### src/hdl/i2cbs_pkg.sv
// Package for the I2C master bit sequencer: operation codes, beat payload
// types and the sequencer state record. No dependencies.
`timescale 1ns / 1ps
`default_nettype none

package i2cbs_pkg;

  // Bits shifted per data byte
  localparam int unsigned BitsPerByte = 8;

  // Phase counts derived from the byte length
  localparam int unsigned PhaseW       = 5;
  localparam int unsigned WriteBitEnd  = 3 * BitsPerByte;      // last data phase of a write
  localparam int unsigned WriteAckHigh = WriteBitEnd + 1;      // SCL high for ack slot
  localparam int unsigned WriteAckLow  = WriteBitEnd + 2;      // sample ack, SCL low
  localparam int unsigned ReadEnd      = 2 * BitsPerByte;      // phase of eighth sample

  // Operation codes; OP_TICK doubles as the idle marker of the active command
  typedef enum logic [2:0] {
    OP_TICK  = 3'd0,
    OP_START = 3'd1,
    OP_STOP  = 3'd2,
    OP_WRITE = 3'd3,
    OP_READ  = 3'd4,
    OP_ACK   = 3'd5,
    OP_NACK  = 3'd6
  } op_e;

  // Input beat
  typedef struct packed {
    logic [2:0] op;
    logic [7:0] data_byte;
    logic       sda_in;
  } in_item_t;

  // Result beat
  typedef struct packed {
    logic       scl;
    logic       sda_out;
    logic       busy_res;
    logic       done_res;
    logic [7:0] read_data;
    logic       no_ack;
  } out_item_t;

  // Sequencer state
  typedef struct packed {
    logic [PhaseW-1:0] phase;
    logic [1:0]        wsub;       // position within a three-phase write bit
    logic [7:0]        shift;
    op_e               cmd;
    logic              scl;
    logic              sda;
    logic              ack;
    logic [7:0]        last_read;
  } state_t;

endpackage

`default_nettype wire

### src/hdl/i2cbs_step.sv
// Next-state logic of the I2C master bit sequencer: one beat in, one update.
// Depends on i2cbs_pkg.
`timescale 1ns / 1ps
`default_nettype none

module i2cbs_step (
  input  i2cbs_pkg::state_t   cur_i,
  input  i2cbs_pkg::in_item_t item_i,
  output i2cbs_pkg::state_t   nxt_o,
  output logic                done_o
);
  import i2cbs_pkg::*;

  logic [PhaseW-1:0] ph_n;
  logic [7:0]        shift_in;

  assign ph_n     = cur_i.phase + PhaseW'(1);
  assign shift_in = {cur_i.shift[6:0], item_i.sda_in};

  // Apply a command or advance one phase
  always_comb begin
    nxt_o  = cur_i;
    done_o = 1'b0;
    case (item_i.op)
      OP_TICK: begin
        if (cur_i.cmd != OP_TICK) begin
          nxt_o.phase = ph_n;
          case (cur_i.cmd)
            OP_START: begin
              if (ph_n == PhaseW'(1)) begin
                nxt_o.sda = 1'b0;
              end else begin
                nxt_o.scl = 1'b0;
                done_o    = 1'b1;
              end
            end
            OP_STOP: begin
              if (ph_n == PhaseW'(1)) begin
                nxt_o.sda = 1'b1;
              end else begin
                done_o = 1'b1;
              end
            end
            OP_ACK, OP_NACK: begin
              if (ph_n == PhaseW'(1)) begin
                nxt_o.scl = 1'b1;
              end else if (ph_n == PhaseW'(2)) begin
                nxt_o.scl = 1'b0;
              end else begin
                done_o = 1'b1;
              end
            end
            OP_WRITE: begin
              if (ph_n <= PhaseW'(WriteBitEnd)) begin
                nxt_o.wsub = (cur_i.wsub == 2'd2) ? 2'd0 : cur_i.wsub + 2'd1;
                case (cur_i.wsub)
                  2'd0: nxt_o.scl = 1'b1;
                  2'd1: nxt_o.scl = 1'b0;
                  default: begin
                    if (ph_n == PhaseW'(WriteBitEnd)) begin
                      // release SDA for the ack slot
                      nxt_o.sda = 1'b1;
                    end else begin
                      nxt_o.shift = {cur_i.shift[6:0], 1'b0};
                      nxt_o.sda   = cur_i.shift[6];
                    end
                  end
                endcase
              end else if (ph_n == PhaseW'(WriteAckHigh)) begin
                nxt_o.scl = 1'b1;
              end else if (ph_n == PhaseW'(WriteAckLow)) begin
                nxt_o.ack = item_i.sda_in;
                nxt_o.scl = 1'b0;
              end else begin
                done_o = 1'b1;
              end
            end
            OP_READ: begin
              if (ph_n[0]) begin
                nxt_o.scl = 1'b1;
              end else begin
                nxt_o.shift = shift_in;
                nxt_o.scl   = 1'b0;
                if (ph_n >= PhaseW'(ReadEnd)) begin
                  nxt_o.last_read = shift_in;
                  done_o          = 1'b1;
                end
              end
            end
            default: ;
          endcase
          // Drop back to idle at the end of a sequence
          if (done_o) begin
            nxt_o.cmd   = OP_TICK;
            nxt_o.phase = '0;
          end
        end
      end
      OP_START, OP_STOP, OP_WRITE, OP_READ, OP_ACK, OP_NACK: begin
        if (cur_i.cmd == OP_TICK) begin
          nxt_o.phase = '0;
          nxt_o.cmd   = op_e'(item_i.op);
          case (item_i.op)
            OP_START: begin
              nxt_o.sda = 1'b1;
              nxt_o.scl = 1'b1;
            end
            OP_STOP: begin
              nxt_o.sda = 1'b0;
              nxt_o.scl = 1'b1;
            end
            OP_ACK:  nxt_o.sda = 1'b0;
            OP_NACK: nxt_o.sda = 1'b1;
            OP_WRITE: begin
              nxt_o.shift = item_i.data_byte;
              nxt_o.sda   = item_i.data_byte[7];
              nxt_o.wsub  = 2'd0;
            end
            OP_READ: begin
              nxt_o.shift = '0;
              nxt_o.sda   = 1'b1;
              nxt_o.scl   = 1'b0;
            end
            default: nxt_o.cmd = OP_TICK;
          endcase
        end
      end
      default: ;
    endcase
  end

endmodule

`default_nettype wire

### src/hdl/i2c_master_bit_sequencer_core.sv
// I2C master bit sequencer, top level: state register, step logic and
// result register. Depends on i2cbs_pkg and i2cbs_step.
// The result beat of an accepted input beat is registered and valid in the next cycle.
// Throughput: one beat per cycle while the result side takes results; the state update is a single step of
// i2cbs_step and the result register frees as soon as it is taken.
// Reset: asynchronous; idle, SCL and SDA released high, flags and read byte
// cleared, no result pending.
`timescale 1ns / 1ps
`default_nettype none

module i2c_master_bit_sequencer_core (
  input  logic                  clk_i,
  input  logic                  rst_ni,
  input  logic                  in_valid_i,
  output logic                  in_ready_o,
  input  i2cbs_pkg::in_item_t   in_data_i,
  output logic                  out_valid_o,
  input  logic                  out_ready_i,
  output i2cbs_pkg::out_item_t  out_data_o
);
  import i2cbs_pkg::*;

  state_t    state_q, state_d;
  out_item_t out_q;
  logic      out_valid_q;
  logic      done;
  logic      in_acc;

  assign in_ready_o = !out_valid_q || out_ready_i;
  assign in_acc     = in_valid_i && in_ready_o;

  i2cbs_step u_step (
    .cur_i  (state_q),
    .item_i (in_data_i),
    .nxt_o  (state_d),
    .done_o (done)
  );

  // Hold sequencer state, advance on each accepted beat
  always_ff @(posedge clk_i or negedge rst_ni) begin
    if (!rst_ni) begin
      state_q.phase     <= '0;
      state_q.wsub      <= '0;
      state_q.shift     <= '0;
      state_q.cmd       <= OP_TICK;
      state_q.scl       <= 1'b1;
      state_q.sda       <= 1'b1;
      state_q.ack       <= 1'b0;
      state_q.last_read <= '0;
    end else if (in_acc) begin
      state_q <= state_d;
    end
  end

  // Result beat valid flag
  always_ff @(posedge clk_i or negedge rst_ni) begin
    if (!rst_ni) begin
      out_valid_q <= 1'b0;
    end else if (in_acc) begin
      out_valid_q <= 1'b1;
    end else if (out_ready_i) begin
      out_valid_q <= 1'b0;
    end
  end

  // Result beat payload
  always_ff @(posedge clk_i) begin
    if (in_acc) begin
      out_q.scl       <= state_d.scl;
      out_q.sda_out   <= state_d.sda;
      out_q.busy_res  <= (state_d.cmd != OP_TICK);
      out_q.done_res  <= done;
      out_q.read_data <= state_d.last_read;
      out_q.no_ack    <= state_d.ack;
    end
  end

  assign out_valid_o = out_valid_q;
  assign out_data_o  = out_q;

  // Idle state always sits at phase zero
  a_idle_phase: assert property (@(posedge clk_i) disable iff (!rst_ni)
    state_q.cmd == OP_TICK |-> state_q.phase == '0)
    else $error("idle with nonzero phase");

  // Phase never runs past the end of a write sequence
  a_phase_range: assert property (@(posedge clk_i) disable iff (!rst_ni)
    state_q.phase <= PhaseW'(WriteAckLow))
    else $error("phase out of range");

  // Write bit position stays within three phases
  a_wsub_range: assert property (@(posedge clk_i) disable iff (!rst_ni)
    state_q.wsub != 2'd3)
    else $error("write sub-phase out of range");

  // A finished sequence reports not busy
  a_done_idle: assert property (@(posedge clk_i) disable iff (!rst_ni)
    out_valid_q && out_q.done_res |-> !out_q.busy_res)
    else $error("done while busy");

  // A tick while idle leaves the state untouched
  a_idle_tick: assert property (@(posedge clk_i) disable iff (!rst_ni)
    in_acc && in_data_i.op == OP_TICK && state_q.cmd == OP_TICK |=> $stable(state_q))
    else $error("idle tick changed state");

endmodule

`default_nettype wire

### config.mk
export PLATFORM = sky130hd
export DESIGN_NAME = i2c_master_bit_sequencer_core
export DESIGN_NICKNAME = d
export VERILOG_FILES = /design/src/hdl/i2cbs_pkg.sv /design/src/hdl/i2cbs_step.sv /design/src/hdl/i2c_master_bit_sequencer_core.sv
export SDC_FILE = /design/constraint.sdc
export NUM_CORES = 1
export LEC_CHECK = 0
export BUFFER_PORTS_ARGS = -buffer_cell sky130_fd_sc_hd__buf_2
export CORE_MARGIN = 3
export CORE_UTILIZATION = 43
export DETAILED_ROUTE_END_ITERATION = 10
export PLACE_DENSITY = 0.71
export SETUP_SLACK_MARGIN = 0.2
export SLEW_MARGIN = 20
export SYNTH_ARGS = -nofsm -noshare
export SYNTH_HDL_FRONTEND = slang
export SYNTH_SLANG_ARGS = --single-unit
export TNS_END_PERCENT = 30
### constraint.sdc
create_clock -name clk_i -period 4.6 [get_ports clk_i]
set_input_delay 1.38 -clock clk_i [delete_from_list [all_inputs] [get_ports clk_i]]
set_output_delay 1.38 -clock clk_i [all_outputs]
set_load 0.1 [all_outputs]
# Word level (Yosys, flattened, before mapping)
# Cells that the tools add are included.
op_classes:
  addsub: 2
  order_cmp: 2
  n_eq_ne: 30
  n_mux: 52
  reduce_logical: 21
ops:
  columns: ["operator", "n"]
  rows:
  - ["2-to-1 mux 8 bit", 6]
  - ["one-hot mux 20 bit (2 select lines)", 1]
  - ["one-hot mux 8 bit (2 select lines)", 2]
  - ["2-to-1 mux 29 bit", 1]
  - ["2-to-1 mux 1 bit", 28]
  - ["2-to-1 mux 20 bit", 1]
  - ["equality test 3 bit (second input constant)", 6]
  - ["equality test 5 bit (second input constant)", 3]
  - ["equality test 3 x 2 -> 1 bit (second input constant)", 4]
  - ["inequality test 3 bit (second input constant)", 4]
  - ["2-to-1 mux 10 bit", 1]
  - ["AND reduction 10 bit", 1]
  - ["OR reduction 2 bit", 5]
  - ["2-to-1 mux 9 bit", 1]
  - ["inequality test 2 x 1 -> 1 bit (second input constant)", 4]
  - ["one-hot mux 1 bit (4 select lines)", 2]
  - ["AND reduction 7 bit", 1]
  - ["equality test 3 x 1 -> 1 bit (second input constant)", 2]
  - ["zero test 3 bit", 2]
  - ["2-to-1 mux 2 bit", 3]
  - ["one-hot mux 1 bit (3 select lines)", 2]
  - ["nonzero test 3 bit", 2]
  - ["OR reduction 6 bit", 1]
  - ["adder 5 x 1 -> 5 bit (second input constant)", 1]
  - ["other kinds (21)", 23]
totals:
  register_bits: 42
  input_bits: 16
  output_inout_bits: 15
  word_cells: 122

# Logic depth before layout (Yosys ltp)
depth:
  depth_word: 12
  depth_mapped: 9
  ltp_nobuf: 8

# Modules after synthesis
# A second synthesis with hierarchy kept.
unflattened:
  hier_cells: 264
  hier_area_um2: 2890.3
modules_own_cells:
  columns: ["module", "n_inst", "cells_each", "area_per_inst_um2", "seq_area_each_um2"]
  rows:
  - ["i2c_master_bit_sequencer_core", 1, 80, 1654.1, 1143.6]
  - ["i2cbs_step", 1, 184, 1236.2, 0.0]

# Worst setup path after synthesis
# Ideal clock, no wire load.
synth_path:
  kind: "input to register"
  start: "input out_ready_i"
  end: "register state_q[26] in the netlist's numbering"
  setup_ns: 0.064
  arrival_time_ns: 3.634
  required_time_ns: 4.536
  slack_ns: 0.902
  path_stages: 7
  path_buffers: 0
  cell_sequence: "nand2b_1 -> nand2_1 -> inv_2 -> nand3_1 -> nand4b_2 -> nor3b_1 -> a21o_1"
synth_via:
  elab_chain_len: 3
synth_rtl:
  columns: ["item", "line", "rtl"]
  rows:
  - ["from (decl)", "i2c_master_bit_sequencer_core.sv:18", "input logic out_ready_i,"]
  - ["logical OR 1 bit", "i2c_master_bit_sequencer_core.sv:29", "assign in_ready_o = !out_valid_q || out_ready_i;"]
  - ["logical AND 1 bit", "i2c_master_bit_sequencer_core.sv:30", "assign in_acc = in_valid_i && in_ready_o;"]
  - ["named net in_acc", "i2c_master_bit_sequencer_core.sv:27", "logic in_acc;"]
  - ["AND reduction 4 bit (no line)", null, null]
  - ["to (signal assigned)", "i2c_master_bit_sequencer_core.sv:51", "state_q <= state_d;"]
  - ["to (decl)", "i2c_master_bit_sequencer_core.sv:23", "state_t state_q, state_d;"]
# The timed path passes the listed nets, and every way through them passes these cells.
# A chain may end at the register's enable or synchronous reset.

# Worst setup path after layout
layout_path:
  start: "input out_ready_i"
  end: "output in_ready_o"
layout_via:
  elab_chain_len: 1
layout_rtl:
  columns: ["item", "line", "rtl"]
  rows:
  - ["logical OR 1 bit", "i2c_master_bit_sequencer_core.sv:29", null]
  - ["to (decl)", "i2c_master_bit_sequencer_core.sv:15", "output logic in_ready_o,"]
# No other way between the ends.

==> metrics.md <==
| Metric | Value |
|---|---|
| Skew final | 0.0120 ns |
| Fmax | 0.295 GHz |
| WHS Path Cells | 1 |
| R2R cell count | 6 |
| Clk buf depth | 2 |
| Initial antenna violation count | 0 |
| Wire per inst | 16.7 um |
| Via count | 2,109 |
| Routing usage on met3 | 3.26% |
| Pwr Density | 409 nW/um^2 |
| Die width | 84.0 um |
| Largest net degree at the start of global routing | 30 |
| Grt met2 use | 27.2% |
| Post-synth cell types | 68 |
| Antenna viol nets, final | 0 |
| DP Cell Count | 340 |
| Routed wire length | 5830 um |
| Pre-Repair DR Iteration Count | 4 |
| GR Util met1 | 23.0% |
| GRT Residual Overflow | 0 |
| Finished layout cell area | 2870 um^2 |
| Post-synth EDFFs | 13 |
| First-pass GRT wire length | 9670 um |
| Die ar. | 7060 um^2 |
| DRC Markers | 0 |
| Starting DRT DRC Count | 248 |
| Post-DP HPWL | 4140 um |
| Area leader, netlist | dfrtp_1 |
| Most common flop cell mapped by yosys | dfrtp_1 |
| CP max stage delay | 0.43 ns |
| Crit path capture type | output port |
| Flops & latches, synth | 42 |
| Vias in the first global route | 2,028 |
| Critical R2R Launch | state_q[24] |
| Final setup fails | 0 |
| Max-Cap Viols | 0 |
| Worst flop-to-flop path endpoint | out_data_o[1] |
| Final min period | 3.40 ns |
| Post-CTS setup buffers | 0 |
| Layout Nets | 295 |
| Worst path bufs/invs | 2 |
| Unrepaired setup endpoints after global routing | no |
| Slew Limit Fails | 0 |
| Vias/cell | 6.06 |
| Sink Count | 42 |
| Area after DPL | 2790 um^2 |
| CTS Buf Count | 5 |
| WP data required | 3.22 ns |
| R2R Setup Slk | 1.85 ns |
| VDD IR-drop max | 201 uV |
| Relative slew margins | 54.2% |
| Filler cells | 529 |
| Post-CTS resize count | 0 |
| Port Buf Inserts | 30 |
| Core box area | 5710 um^2 |
| HP Class | reg2reg |
| Post-synthesis cell area | 2620 um^2 |
| Worst Tran Pin Value | 0.687 ns |
| Hold Vio Cnt, Final | 0 |
| Tot Pwr | 0.00118 W |
| CP max FO | 3 |
| H-tree depth | 2 |
| CTS tree | done |
| Worst EP arrival | 2.02 ns |
| Leakage power | 1.24 nW |
| Status | complete, no violations |
| Fin crit share | 73.8% |
| Root buffer cell | clkbuf_8 |
| Fin cells | 348 |
| IO Pins | 31 |
| CP most frequent cell | buf_2 |
| GRT Overall Usage | 16.8% |
| CP startpoint kind | input port |
| N_diodes | 0 |
| Syn_nets | 271 |
| Clock slew at reported path FFs | 0.08 ns |
| Slowest cell on the critical path | buf_2 |
| Yosys top cell area share | 25.8% |
| Die height | 84.0 um |
| GP Congestion | 0.869 |
| Top cell family by delay on the critical path | buffers and inverters |
| Initial Utilization | 45.9% |
| Fin worst setup slack | 1.20 ns |
| Sequential share of the synthesized area | 42.7% |
| Share of layout cells above drive strength 1 | 31.2% |
| Hold path endpoint | state_q[2] |
| Count of standard-cell rows | 27 |
| Dominant cells by area after synthesis | dfrtp_1 (26%), edfxtp_1 (15%), mux2_2 (11%), nand2_1 (3.6%), a21oi_1 (2.5%) |
| Busiest grt layer | met2 |
| Crit path cell chain | buf_2 -> nand2b_1 -> buf_2 |
| Setup TNS | 0 ns |
| FFs w/ async S/R, synth | 69.0% |
| Synthesized netlist cell count | 251 |
| Worst min-delay path startpoint | state_q[2] |
| CTS hold repair buffers | 0 |
| Later-pin clock latency in the skew report | 0.30 ns |
| Pre-CTS WS | 1.20 ns |
| Kind of critical path | in2out |
| Avg Cell Area, Syn | 10.4 um^2 |
| Synth warn | 0 |
| Area grow syn2layout | 9.75% |
## state kept, by name, summed over array words and instances (netlist names)
name         flops
out_data_o      13
state_q         28
out_valid_o      1
## worst max path at each step
stage | startpoint | to | slack, ns | cells past startpoint
2_1_floorplan | out_ready_i | state_q[26] | 0.90 | 7
3_3_place_gp | out_ready_i | in_ready_o | 1.22 | 3
3_5_place_dp | out_ready_i | in_ready_o | 1.20 | 3
4_1_cts | out_ready_i | in_ready_o | 1.20 | 3
5_1_grt | out_ready_i | in_ready_o | 1.17 | 3
6_report | out_ready_i | in_ready_o | 1.20 | 3
## per-stage QoR
| step | util [%] | hold slack [ns] |
|---|---|---|
| floorplan | - | 0.477 |
| global placement | 48.8 | 0.485 |
| detailed placement | 48.8 | 0.496 |
| CTS | 50.3 | 0.514 |
| global route | 50.3 | 0.529 |
| finish | 50.3 | 0.510 |
## area by class of cell
class	instances	area [um^2]	area share [%]
tap	72	90.1	3.13
inverter	9	33.8	1.18
multi-input combinational	187	1390	48.5
clock buffer	5	68.8	2.39
timing repair buffer	30	150	5.22
clock inverter	3	20.0	0.697
sequential	42	1120	38.9
## worst register-to-register path, delay by kind of cell (launching register included)
family	cells	cell delay, ns
flops	1	0.61
xor+xnor	1	0.24
fa+ha+maj	1	0.40
mux	1	0.39
simple gates	3	0.86
## cell families after synthesis
kind of cell | count (synthesis) | share of synthesized area, %
xor gates and xnor gates | 5 | 1.96
AOI/OAI and AO/OA | 65 | 17.6
muxes | 28 | 11.9
adders and majority gates | 5 | 2.29
DFF | 42 | 42.7
and+or+nand+nor | 84 | 19.4
buffers and inverters | 22 | 4.11
## synth_stat cells (3+ instances only)
cell type,number
ha_1,4
nand4_1,4
a31oi_1,7
o21ai_0,11
a22o_1,4
buf_2,6
dfrtp_1,27
nor2_1,15
mux2_2,26
edfxtp_1,13
a21oi_1,13
nor3_4,3
nor2b_1,3
a22oi_1,7
nand3_1,6
inv_1,8
and3_1,6
nand2_1,25
## per-layer routing
layer  share of wire, %  wire length, um  vias to the layer above
met4                1.4               82                        0
li1                   -                -                      989
met5                  0                0                        -
met3                6.7              392                       10
met1                 44             2560                     1031
met2                 48             2790                       79
## cell usage in the layout, fill, tap and decap left out, types with 3 or more instances in the layout
cell type and n:
nand4_1 4, nor3_4 3, a22oi_1 7, nor2_1 15
a21oi_1 13, and3_1 6, buf_2 30, nand2_1 25
ha_1 4, clkbuf_8 5, inv_1 8, nor2b_1 3
o21ai_0 11, a22o_1 4, edfxtp_1 13, dfrtp_1 27
mux2_2 26, a31oi_1 7, nand3_1 6
## power breakdown
part / total [W] / internal (W) / switching (W)
clock: 0.000238 / 0.000107 / 0.000131
combinational: 0.000420 / 0.000148 / 0.000272
sequential: 0.000517 / 0.000430 / 0.0000873
No activity file was read; power rests on OpenSTA's default activity.
